[config.mk]
export PLATFORM = sky130hd
export DESIGN_NAME = fixed_capacity_array_table
export DESIGN_NICKNAME = d
export VERILOG_FILES = /design/src/fcat_pkg.sv /design/src/fcat_ram.sv /design/src/fcat_ctrl.sv /design/src/fcat_dp.sv /design/src/fixed_capacity_array_table.sv
export SDC_FILE = /design/constraint.sdc
export NUM_CORES = 1
export LEC_CHECK = 0
export ABC_AREA = 1
export BUFFER_PORTS_ARGS = -buffer_cell sky130_fd_sc_hd__buf_2
export CAP_MARGIN = 10
export CELL_PAD_IN_SITES_DETAIL_PLACEMENT = 1
export CELL_PAD_IN_SITES_GLOBAL_PLACEMENT = 1
export CORE_MARGIN = 2
export CORE_UTILIZATION = 43
export CTS_BUF_LIST = sky130_fd_sc_hd__clkbuf_8
export DETAILED_ROUTE_END_ITERATION = 10
export HOLD_SLACK_MARGIN = 0.05
export PLACE_DENSITY = 0.75
export SYNTH_ARGS = -nofsm -noshare
export SYNTH_HDL_FRONTEND = slang
export SYNTH_HIERARCHICAL = 1
export SYNTH_SLANG_ARGS = --single-unit
[constraint.sdc]
create_clock -name clock -period 6.63 [get_ports clock]
set_input_delay 0.9945 -clock clock [delete_from_list [all_inputs] [get_ports clock]]
set_output_delay 0.9945 -clock clock [all_outputs]
set_load 0.005 [all_outputs]
[src/fcat_pkg.sv]
// Package for the fixed-capacity array table: sizes, operation and status codes,
// controller states and the command and status bundles between controller and datapath.
// No dependencies.
`timescale 1ns / 1ps

package fcat_pkg;

   localparam int CAPACITY = 16;
   localparam int IDX_W    = $clog2(CAPACITY);
   localparam int CNT_W    = $clog2(CAPACITY + 1);
   localparam int OP_W     = 3;
   localparam int POS_W    = 5;
   localparam int DATA_W   = 32;
   localparam int STAT_W   = 3;
   localparam int CMP_W    = (POS_W > CNT_W) ? POS_W : CNT_W;

   typedef enum logic [OP_W-1:0] {
      OP_PUSH   = 3'd0,
      OP_INSERT = 3'd1,
      OP_POP    = 3'd2,
      OP_DELETE = 3'd3,
      OP_REMOVE = 3'd4,
      OP_FIND   = 3'd5,
      OP_READ   = 3'd6
   } op_type;

   typedef enum logic [STAT_W-1:0] {
      STAT_OK       = 3'd0,
      STAT_RANGE    = 3'd1,
      STAT_EMPTY    = 3'd2,
      STAT_FULL     = 3'd3,
      STAT_NOTFOUND = 3'd4
   } status_type;

   typedef enum logic [1:0] {
      S_IDLE,
      S_WALK,
      S_RESP
   } state_type;

   typedef struct packed {
      logic load;
      logic issue;
      logic finish;
   } dp_cmd_type;

   typedef struct packed {
      logic reads_left;
      logic in_flight;
      logic found;
   } dp_stat_type;

endpackage

[src/fcat_ram.sv]
// Generic single-write, single-read RAM with a registered read port.
// No dependencies.
`timescale 1ns / 1ps

module fcat_ram #(
   parameter int WIDTH = 32,
   parameter int DEPTH = 16
) (
   input  logic                     clock,
   input  logic                     wr_en,
   input  logic [$clog2(DEPTH)-1:0] wr_addr,
   input  logic [WIDTH-1:0]         wr_data,
   input  logic                     rd_en,
   input  logic [$clog2(DEPTH)-1:0] rd_addr,
   output logic [WIDTH-1:0]         rd_data
);

   logic [WIDTH-1:0] mem_ff [DEPTH];
   logic [WIDTH-1:0] rd_data_ff;

   always_ff @(posedge clock) begin
      if (wr_en) begin
         mem_ff[wr_addr] <= wr_data;
      end
      if (rd_en) begin
         rd_data_ff <= mem_ff[rd_addr];
      end
   end

   assign rd_data = rd_data_ff;

endmodule

[src/fcat_ctrl.sv]
// Controller state machine for the array table: sequences load, walk and finish.
// Depends on fcat_pkg.
`timescale 1ns / 1ps

module fcat_ctrl (
   input  logic                 clock,
   input  logic                 reset,
   input  logic                 start,
   input  fcat_pkg::dp_stat_type stat,
   output fcat_pkg::dp_cmd_type  cmd,
   output logic                 busy
);

   import fcat_pkg::*;

   state_type state_ff;
   state_type state_in;

   always_ff @(posedge clock) begin
      if (reset) begin
         state_ff <= S_IDLE;
      end else begin
         state_ff <= state_in;
      end
   end

   always_comb begin
      state_in = state_ff;
      unique case (state_ff)
         S_IDLE: begin
            if (start) begin
               state_in = S_WALK;
            end
         end
         S_WALK: begin
            if (stat.found || (!stat.reads_left && !stat.in_flight)) begin
               state_in = S_RESP;
            end
         end
         S_RESP: begin
            state_in = S_IDLE;
         end
         default: begin
            state_in = S_IDLE;
         end
      endcase
   end

   always_comb begin
      cmd  = '0;
      busy = 1'b1;
      unique case (state_ff)
         S_IDLE: begin
            busy     = 1'b0;
            cmd.load = start;
         end
         S_WALK: begin
            cmd.issue = !stat.found;
         end
         S_RESP: begin
            cmd.finish = 1'b1;
         end
         default: begin
            busy = 1'b1;
         end
      endcase
   end

endmodule

[src/fcat_dp.sv]
// Datapath for the array table: element RAM, count, walk pointers and result registers.
// Depends on fcat_pkg and fcat_ram.
`timescale 1ns / 1ps

module fcat_dp (
   input  logic                        clock,
   input  logic                        reset,
   input  fcat_pkg::dp_cmd_type         cmd,
   output fcat_pkg::dp_stat_type        stat,
   input  logic [fcat_pkg::OP_W-1:0]   req_op,
   input  logic [fcat_pkg::POS_W-1:0]  req_position,
   input  logic [fcat_pkg::DATA_W-1:0] req_value,
   output logic                        rsp_valid,
   output logic [fcat_pkg::DATA_W-1:0] rsp_read_value,
   output logic [fcat_pkg::IDX_W-1:0]  rsp_found_position,
   output logic [fcat_pkg::STAT_W-1:0] rsp_status,
   output logic [fcat_pkg::CNT_W-1:0]  rsp_element_count,
   output logic                        rsp_vacant
);

   import fcat_pkg::*;

   op_type              op_ff, op_in;
   logic [POS_W-1:0]    pos_ff, pos_in;
   logic [DATA_W-1:0]   val_ff, val_in;
   status_type          st_ff, st_in;
   logic                ok_ff, ok_in;
   logic                up_ff, up_in;
   logic [IDX_W-1:0]    ptr_ff, ptr_in;
   logic [CNT_W-1:0]    rem_ff, rem_in;
   logic [CNT_W-1:0]    count_ff, count_in;
   logic                rv_ff, rv_in;
   logic [IDX_W-1:0]    ridx_ff, ridx_in;
   logic [CNT_W-1:0]    w_ff, w_in;
   logic                found_ff, found_in;
   logic [IDX_W-1:0]    fidx_ff, fidx_in;
   logic [DATA_W-1:0]   rdata_ff, rdata_in;
   logic                rsp_valid_ff;
   logic [DATA_W-1:0]   rsp_read_value_ff, rsp_read_value_in;
   logic [IDX_W-1:0]    rsp_fpos_ff, rsp_fpos_in;
   status_type          rsp_status_ff, rsp_status_in;
   logic [CNT_W-1:0]    rsp_count_ff;

   status_type          ld_st;
   logic                ld_ok;
   logic                ld_up;
   logic [IDX_W-1:0]    ld_ptr;
   logic [CNT_W-1:0]    ld_rem;
   logic [CMP_W-1:0]    cnt_x;
   logic [CMP_W-1:0]    pos_x;
   logic [CMP_W-1:0]    cap_x;

   logic                issue_go;
   logic                match;
   logic [DATA_W-1:0]   mem_rd;
   logic                wr_en;
   logic [IDX_W-1:0]    wr_addr;
   logic [DATA_W-1:0]   wr_data;

   fcat_ram #(
      .WIDTH(DATA_W),
      .DEPTH(CAPACITY)
   ) u_ram (
      .clock   (clock),
      .wr_en   (wr_en),
      .wr_addr (wr_addr),
      .wr_data (wr_data),
      .rd_en   (issue_go),
      .rd_addr (ptr_ff),
      .rd_data (mem_rd)
   );

   // Range and capacity checks and the walk bounds for a new item.
   always_comb begin
      cnt_x  = CMP_W'(count_ff);
      pos_x  = CMP_W'(req_position);
      cap_x  = CMP_W'(CAPACITY);
      ld_st  = STAT_OK;
      ld_ok  = 1'b1;
      ld_up  = 1'b1;
      ld_ptr = '0;
      ld_rem = '0;
      unique case (op_type'(req_op))
         OP_PUSH: begin
            if (cnt_x >= cap_x) begin
               ld_st = STAT_FULL;
               ld_ok = 1'b0;
            end
         end
         OP_INSERT: begin
            if (pos_x > cnt_x) begin
               ld_st = STAT_RANGE;
               ld_ok = 1'b0;
            end else if (cnt_x >= cap_x) begin
               ld_st = STAT_FULL;
               ld_ok = 1'b0;
            end else begin
               ld_rem = CNT_W'(cnt_x - pos_x);
               ld_ptr = IDX_W'(cnt_x - CMP_W'(1));
               ld_up  = 1'b0;
            end
         end
         OP_POP: begin
            if (count_ff == '0) begin
               ld_st = STAT_EMPTY;
               ld_ok = 1'b0;
            end else begin
               ld_rem = CNT_W'(1);
               ld_ptr = IDX_W'(cnt_x - CMP_W'(1));
            end
         end
         OP_DELETE: begin
            if (pos_x >= cnt_x) begin
               ld_st = STAT_RANGE;
               ld_ok = 1'b0;
            end else begin
               ld_rem = CNT_W'(cnt_x - pos_x - CMP_W'(1));
               ld_ptr = IDX_W'(pos_x + CMP_W'(1));
            end
         end
         OP_REMOVE, OP_FIND: begin
            ld_rem = count_ff;
         end
         OP_READ: begin
            if (pos_x >= cnt_x) begin
               ld_st = STAT_RANGE;
               ld_ok = 1'b0;
            end else begin
               ld_rem = CNT_W'(1);
               ld_ptr = IDX_W'(pos_x);
            end
         end
         default: begin
            ld_ok = 1'b0;
         end
      endcase
   end

   assign issue_go = cmd.issue && (rem_ff != '0);
   assign match    = (mem_rd == val_ff);

   always_comb begin
      op_in    = cmd.load ? op_type'(req_op) : op_ff;
      pos_in   = cmd.load ? req_position : pos_ff;
      val_in   = cmd.load ? req_value : val_ff;
      st_in    = cmd.load ? ld_st : st_ff;
      ok_in    = cmd.load ? ld_ok : ok_ff;
      up_in    = cmd.load ? ld_up : up_ff;
      rv_in    = issue_go;
      ridx_in  = issue_go ? ptr_ff : ridx_ff;
      rdata_in = rv_ff ? mem_rd : rdata_ff;

      priority if (cmd.load) begin
         ptr_in = ld_ptr;
         rem_in = ld_rem;
      end else if (issue_go) begin
         ptr_in = up_ff ? ptr_ff + IDX_W'(1) : ptr_ff - IDX_W'(1);
         rem_in = rem_ff - CNT_W'(1);
      end else begin
         ptr_in = ptr_ff;
         rem_in = rem_ff;
      end

      found_in = found_ff;
      fidx_in  = fidx_ff;
      w_in     = w_ff;
      if (cmd.load) begin
         found_in = 1'b0;
         w_in     = '0;
      end else if (rv_ff) begin
         if (op_ff == OP_FIND && match && !found_ff) begin
            found_in = 1'b1;
            fidx_in  = ridx_ff;
         end
         if (op_ff == OP_REMOVE && !match) begin
            w_in = w_ff + CNT_W'(1);
         end
      end
   end

   // One write port: the new word at finish, or the moved word during the walk.
   always_comb begin
      wr_en   = 1'b0;
      wr_addr = ridx_ff;
      wr_data = mem_rd;
      priority if (cmd.finish && ok_ff && op_ff == OP_PUSH) begin
         wr_en   = 1'b1;
         wr_addr = IDX_W'(count_ff);
         wr_data = val_ff;
      end else if (cmd.finish && ok_ff && op_ff == OP_INSERT) begin
         wr_en   = 1'b1;
         wr_addr = IDX_W'(pos_ff);
         wr_data = val_ff;
      end else if (rv_ff) begin
         unique case (op_ff)
            OP_INSERT: begin
               wr_en   = 1'b1;
               wr_addr = ridx_ff + IDX_W'(1);
            end
            OP_DELETE: begin
               wr_en   = 1'b1;
               wr_addr = ridx_ff - IDX_W'(1);
            end
            OP_REMOVE: begin
               wr_en   = !match;
               wr_addr = w_ff[IDX_W-1:0];
            end
            default: begin
               wr_en = 1'b0;
            end
         endcase
      end else begin
         wr_en = 1'b0;
      end
   end

   always_comb begin
      count_in = count_ff;
      if (cmd.finish) begin
         unique case (op_ff)
            OP_PUSH, OP_INSERT: begin
               if (ok_ff) begin
                  count_in = count_ff + CNT_W'(1);
               end
            end
            OP_POP, OP_DELETE: begin
               if (ok_ff) begin
                  count_in = count_ff - CNT_W'(1);
               end
            end
            OP_REMOVE: begin
               count_in = w_ff;
            end
            default: begin
               count_in = count_ff;
            end
         endcase
      end
   end

   always_comb begin
      rsp_read_value_in = '0;
      if (ok_ff && (op_ff == OP_POP || op_ff == OP_READ)) begin
         rsp_read_value_in = rdata_ff;
      end
      rsp_fpos_in = found_ff ? fidx_ff : '0;
      if (op_ff == OP_FIND) begin
         rsp_status_in = found_ff ? STAT_OK : STAT_NOTFOUND;
      end else begin
         rsp_status_in = st_ff;
      end
   end

   always_ff @(posedge clock) begin
      if (reset) begin
         count_ff     <= '0;
         rem_ff       <= '0;
         rv_ff        <= 1'b0;
         found_ff     <= 1'b0;
         rsp_valid_ff <= 1'b0;
      end else begin
         count_ff     <= count_in;
         rem_ff       <= rem_in;
         rv_ff        <= rv_in;
         found_ff     <= found_in;
         rsp_valid_ff <= cmd.finish;
      end
   end

   always_ff @(posedge clock) begin
      op_ff    <= op_in;
      pos_ff   <= pos_in;
      val_ff   <= val_in;
      st_ff    <= st_in;
      ok_ff    <= ok_in;
      up_ff    <= up_in;
      ptr_ff   <= ptr_in;
      ridx_ff  <= ridx_in;
      w_ff     <= w_in;
      fidx_ff  <= fidx_in;
      rdata_ff <= rdata_in;
      if (cmd.finish) begin
         rsp_read_value_ff <= rsp_read_value_in;
         rsp_fpos_ff       <= rsp_fpos_in;
         rsp_status_ff     <= rsp_status_in;
         rsp_count_ff      <= count_in;
      end
   end

   assign stat.reads_left   = (rem_ff != '0);
   assign stat.in_flight    = rv_ff;
   assign stat.found        = found_ff;

   assign rsp_valid          = rsp_valid_ff;
   assign rsp_read_value     = rsp_read_value_ff;
   assign rsp_found_position = rsp_fpos_ff;
   assign rsp_status         = rsp_status_ff;
   assign rsp_element_count  = rsp_count_ff;
   assign rsp_vacant         = (rsp_count_ff == '0);

endmodule

[src/fixed_capacity_array_table.sv]
// Top level of the fixed-capacity array table: controller plus datapath.
// Depends on fcat_pkg, fcat_ctrl and fcat_dp.
//
//   Channel   Ports                                   Transfer
//   request   start, busy, req_op/position/value      start high while busy low
//   response  rsp_valid, rsp_read_value ... vacant    rsp_valid high, one cycle
//
// Busy is high while the controller walks and responds. No RAM read is needed for push,
// failed checks and empty walks; otherwise the walk issues one read for pop and read, up to
// the element count for insert, delete, remove and find. A find stops issuing reads once
// its first match is seen. One read is issued per cycle on the RAM port during the walk.
// rsp_valid is high in the first cycle with busy low; no new request is taken before the
// response to the last. Reset empties the table. The receiver cannot stall responses.
`timescale 1ns / 1ps

module fixed_capacity_array_table (
   input  logic                        clock,
   input  logic                        reset,
   input  logic                        start,
   output logic                        busy,
   input  logic [fcat_pkg::OP_W-1:0]   req_op,
   input  logic [fcat_pkg::POS_W-1:0]  req_position,
   input  logic [fcat_pkg::DATA_W-1:0] req_value,
   output logic                        rsp_valid,
   output logic [fcat_pkg::DATA_W-1:0] rsp_read_value,
   output logic [fcat_pkg::IDX_W-1:0]  rsp_found_position,
   output logic [fcat_pkg::STAT_W-1:0] rsp_status,
   output logic [fcat_pkg::CNT_W-1:0]  rsp_element_count,
   output logic                        rsp_vacant
);

   import fcat_pkg::*;

   dp_cmd_type  cmd;
   dp_stat_type stat;

   fcat_ctrl u_ctrl (
      .clock (clock),
      .reset (reset),
      .start (start),
      .stat  (stat),
      .cmd   (cmd),
      .busy  (busy)
   );

   fcat_dp u_dp (
      .clock              (clock),
      .reset              (reset),
      .cmd                (cmd),
      .stat               (stat),
      .req_op             (req_op),
      .req_position       (req_position),
      .req_value          (req_value),
      .rsp_valid          (rsp_valid),
      .rsp_read_value     (rsp_read_value),
      .rsp_found_position (rsp_found_position),
      .rsp_status         (rsp_status),
      .rsp_element_count  (rsp_element_count),
      .rsp_vacant         (rsp_vacant)
   );

endmodule

Yosys cells after proc, flatten, opt, wreduce, memory -nomap -nowiden
Memories as Yosys holds them, arrays and structs flattened. A register that Yosys moved wholly into a read port is not among the register bits.
Cells that the tools add are included.
{"block": "totals", "regBits": 152, "ram_bits": 512, "out_inout_bits": 47, "elab_cells": 141, "n_memories": 1}
{"name": "u_dp.u_ram.mem_ff", "depth": 16, "width": 32, "read_ports": 1, "rd_clocked_by_memory_dff": 1, "write_ports": 1, "line": "fcat_ram.sv:18", "source": "logic [WIDTH-1:0] mem_ff [DEPTH];"}
{"block": "op_classes", "addsub": 11, "order_cmp": 3, "eq_ne": 17, "muxes": 53, "bitwise_logic": 2, "n_reduce_logical": 33}
{"op": "two-way mux 32 bit", "count": 2}
{"op": "two-way mux 4 bit", "count": 11}
{"op": "two-way mux 5 bit", "count": 8}
{"op": "== test 32 bit", "count": 1}
{"op": "one-hot mux 5 bit (5 select lines)", "count": 1}
{"op": "== test 3 bit (second input constant)", "count": 6}
{"op": "two-way mux 1 bit", "count": 17}
{"op": "one-hot mux 4 bit (4 select lines)", "count": 1}
{"op": "one-hot mux 5 bit (3 select lines)", "count": 1}
{"op": "subtractor 5 x 1 -> 5 bit (second input constant)", "count": 3}
{"op": "OR reduction 2 bit", "count": 7}
{"op": "adder 4 x 1 -> 4 bit (second input constant)", "count": 3}
{"op": "== test 3 x 2 -> 1 bit (second input constant)", "count": 4}
{"op": "one-hot mux 3 bit (4 select lines)", "count": 1}
{"op": "one-hot mux 4 bit (3 select lines)", "count": 1}
{"op": "adder 5 x 1 -> 5 bit (second input constant)", "count": 2}
{"op": "logical NOT 5 bit", "count": 2}
{"op": "logical AND 1 bit", "count": 9}
{"op": "two-way mux 3 bit", "count": 3}
{"op": "two-way mux 2 bit", "count": 4}
{"op": "subtractor 4 x 1 -> 4 bit (second input constant)", "count": 2}
{"op": "== test 3 x 1 -> 1 bit (second input constant)", "count": 2}
{"op": "logical NOT 3 bit", "count": 2}
{"op": "AND reduction 2 bit", "count": 3}
{"op": "18 further kinds", "count": 23}

Longest topological paths before layout
{"block": "depth", "depth_word": 8, "mapped_depth": 17}

Hierarchy
The synthesis kept the hierarchy.
{"mod": "fcat_ram", "n_inst": 1, "cells_each": 2120, "area_each_um2": 23050.9}
{"mod": "fcat_dp", "n_inst": 1, "cells_each": 777, "area_each_um2": 7417.1}
{"mod": "fcat_ctrl", "n_inst": 1, "cells_each": 19, "area_each_um2": 123.9}

Worst setup path after synthesis
No wires, ideal clock.
{"block": "synth_path", "path_type": "reg2reg", "startpoint": "register u_ctrl.state_ff[1]", "endpoint": "memory u_dp.u_ram.mem_ff[10][0], enable pin", "setup_time_ns": 0.421, "t_arrival_ns": 4.981, "required_ns": 6.209, "setup_slack_ns": 1.228, "stages_incl_launch_ff": 10, "path_buffers": 0, "synth_period_minus_slack_ns": 5.402, "cell_sequence": "dfxtp_1 -> inv_1 -> nor2_1 -> nand3_1 -> nor2_1 -> inv_1 -> o211ai_1 -> o21ai_0 -> nand3b_1 -> nor2_1"}
{"element": "start: declaration", "line": "fcat_ctrl.sv:16", "source": "state_type state_ff;"}
{"element": "start signal: assignment", "line": "fcat_ctrl.sv:23", "source": "state_ff <= state_in;"}
{"element": "end: declaration", "line": "fcat_ram.sv:18"}

Worst setup path after layout
{"block": "layout_path", "startpoint": "register u_dp.op_ff[2]", "endpoint": "memory u_dp.u_ram.mem_ff[15][23], enable pin"}
{"element": "start: declaration", "line": "fcat_dp.sv:23", "source": "op_type op_ff, op_in;"}
{"element": "start signal: assignment", "line": "fcat_dp.sv:271", "source": "op_ff <= op_in;"}
{"element": "== test 3 bit, or another cell as far along", "line": "fcat_dp.sv:195", "source": "unique case (op_ff)"}
{"element": "one-hot mux 4 bit (3 select lines)", "line": "fcat_dp.sv:195"}
{"element": "two-way mux 4 bit", "line": "fcat_dp.sv:194", "source": "end else if (rv_ff) begin"}
{"element": "two-way mux 4 bit", "line": "fcat_dp.sv:190", "source": "end else if (cmd.finish && ok_ff && op_ff == OP_INSERT) begin"}
{"element": "two-way mux 4 bit *", "line": "fcat_dp.sv:186", "source": "priority if (cmd.finish && ok_ff && op_ff == OP_PUSH) begin"}
{"element": "net u_dp.wr_addr[2]", "line": "fcat_dp.sv:57", "source": "logic [IDX_W-1:0] wr_addr;"}
Mark *: on every way through the listed nets, which the timed path passes. The rest lies on a longest branch.

==> results by group <==
Status
  – Status: completed

STA
  – Minimum clock period: 4.10 ns
  – Crit share post-route: 61.9%
  – Worst Tran Pin Value: 1.28 ns
  – Clock skew: 0.0386 ns
  – Worst slew margin: 14.4%
  – Final hold vios: 0
  – Unrepaired setup endpoints after global routing: no
  – Final setup fails: 0
  – Setup ws final: 2.53 ns
  – Setup TNS: 0 ns
  – Final slew viol count: 0
  – Max Freq: 0.244 GHz

Clocking
  – Clock buffer depth: 3
  – Sinks on Clock Net: 695
  – Clock slew at reported path FFs: 0.06 ns
  – CTS tree: yes
  – Post-CTS setup repair buffer count: 0
  – Root buffer cell: clkbuf_8
  – Worst skew pair latency: 0.74 ns
  – Cts hold-fix bufs: 0
  – TritonCTS buffer count: 111
  – H-tree lvl count: 3
  – PostCTS Resize Cnt: 0

Finish
  – Core Util, Final: 48.3%
  – Fin nets: 3094
  – Most frequent cells in the layout: nand2_1 (897), edfxtp_1 (675), inv_1 (534)
  – Area delta synth->final: 11.0%
  – Layout cells sized above 1: 10.1%
  – Most common cell after layout, fill and taps aside: nand2_1
  – Post-Layout Cell Count: 4064
  – Fill count: 7755

Detailed routing
  – Drt total wl: 82600 um
  – ANT nets after route: 0
  – Pre-antenna DRT Iters: 5
  – Vias per cell: 5.18
  – Via count: 21000
  – Routed length per instance: 20.3 um
  – Iteration-0 DRC Markers: 1410
  – DRC viols: 0

Synthesis
  – Top_reg_cell synth: edfxtp_1
  – Distinct cells, synth: 48
  – Number of synthesized flops with an enable pin: 675
  – Flop and latch count out of synthesis: 695
  – Yosys warns: 6
  – Dominant cell type by area after synthesis: edfxtp_1
  – Post-Synthesis Cells: 2916
  – Synth top area share: 66.3%
  – Syn_nets: 2979
  – Synthesized area per cell: 10.5 um^2
  – Async SR Flop Fraction: 0%
  – Synth top area cells: edfxtp_1 (66%), nand2_1 (11%), nand3_1 (6.8%)
  – Sequential area share after synthesis: 67.6%
  – Synthesized area: 30600 um^2

Setup path
  – Critical path cell sequence: nor2_1, nand3_2, buf_4, nor2_1, inv_1, o21ai_0, nand3_1, nor2_4
  – Worst-path fanout max: 48
  – Critical Path Stages: 8
  – CP max stage cell: nor2_4
  – CP top delay family: simple AND/OR/NAND/NOR gates
  – CP endpoint kind: flop
  – Critical Path AT: 4.43 ns
  – CP dominant cell by count: nor2_1
  – Reg2Reg Depth: 8
  – Worst Path Required: 6.95 ns
  – Startpoint types: flop
  – Highest cell delay on the worst timing path: 1.09 ns
  – CP Buf/Inv Count: 2
  – Setup CP Type: reg2reg

Placed design
  – Port bufs: 89
  – Gpl congestion: 0.866
  – Placed cell count: 3855
  – DP HPWL: 49300 um
  – Worst slack at placement: 2.59 ns

Floorplan
  – Die area: 73300 um^2
  – Initial core utilization: 43.5%
  – # rows: 97
  – Ports: 90
  – Core ar.: 70300 um^2
  – Die Ht: 271 um
  – Die Wd: 271 um

Power
  – Pwr per Cell Area: 316 nW/um^2
  – VDD IR-drop max: 0.211 mV
  – Lkg Pwr: 14.4 nW
  – Final Power: 10.7 mW

Global route
  – Vias in the first global route: 22400
  – Largest net degree at the start of global routing: 168
  – Global-route wire length before repair: 127000 um
  – GRT Overall Usage: 22.6%
  – Gr ovfl total: 0
  – Initial antenna violation count: 1

Min path
  – Hold Path Depth: 1
  – Min-delay worst type: in2reg

Run
  – Max_cap viols: 0
## Yosys cell counts, drive strengths merged, types with 2 or more instances
library cell / number
inv: 507
nor2: 104
dfxtp: 20
nand3: 420
or2: 2
o21ai: 44
a21oi: 24
clkbuf: 19
nand3b: 5
nor3: 7
nand2: 900
fa: 3
a21o: 2
edfxtp: 675
nand4: 11
ha: 17
xor2: 11
o211ai: 4
buf: 104
a211oi: 2
xnor2: 25
## cells by family (layout without fill, tap and decap cells)
kind of cell,Yosys count,after routing,share of synthesized area [%]
compound gates,84,84,1.57
simple gates,1451,1451,20.1
buf+inv,630,837,8.88
fa+ha+maj,20,20,0.892
xor+xnor,36,36,1.03
other cells,0,1,0
flops,695,695,67.6
## path summary, 6_finish.rpt
check	start	to	slack, ns
worst max-delay path	u_dp/op_ff[2]$_DFFE_PP_	u_dp/u_ram/mem_ff[15][23]$_DFFE_PP_	2.53
worst min-delay path	req_value[10]	u_dp/val_ff[10]$_DFFE_PP_	0.44
worst max register to register	u_dp/op_ff[2]$_DFFE_PP_	u_dp/u_ram/mem_ff[15][23]$_DFFE_PP_	2.53
worst min register to register	u_dp/w_ff[4]$_SDFFE_PP0P_	u_dp/w_ff[4]$_SDFFE_PP0P_	0.47
## power by group
group / switching [mW] / internal [mW]
sequential: 0.0833 / 5.13
combinational: 1.52 / 0.535
clock: 1.72 / 1.75
## final cells by class
class                      instances  area, um^2  share of cell area (%)
tap                              940        1180                    3.46
timing repair buffer             125         781                    2.30
clock buffer                     113        1560                    4.58
antenna                            1        2.50                 0.00737
inverter                         507        1910                    5.64
multi-input combinational       1591        7340                    21.6
sequential                       695       20700                    60.9
clock inverter                    92         519                    1.53
## metal layers
layer  up-vias  GRT usage, %  wire length (um)
li1       9723             -                 -
met1     10600          28.4             33900
met2       586          40.0             42300
met3       152          2.99              4210
met4         0          8.14              2190
met5         -             0                 0
## stage by stage
stage               hold WS [ns]  instance area [um^2]
global placement           0.453                 31800
finish                     0.440                 34000
floorplan                  0.441                 30600
CTS                        0.381                 33900
global route               0.411                 34000
detailed placement         0.454                 31800
## state kept, by name, indices dropped and copies added (netlist names), 5 cells and up
signal / count
u_dp/w_ff: 5
u_dp/rsp_element_count: 5
u_dp/rdata_ff: 32
u_dp/u_ram/rd_data: 32
u_dp/rem_ff: 5
u_dp/u_ram/mem_ff: 512
u_dp/val_ff: 32
u_dp/rsp_read_value: 32
u_dp/cnt_x: 5
## worst register-to-register path: stages (launching register included)
cell	delay, ns
edfxtp_1	0.50
nor2_1	0.32
nand3_2	0.09
buf_4	0.34
nor2_1	0.26
inv_1	0.13
o21ai_0	0.51
nand3_1	0.47
nor2_4	1.10
No activity file was read; power rests on OpenSTA's default activity.
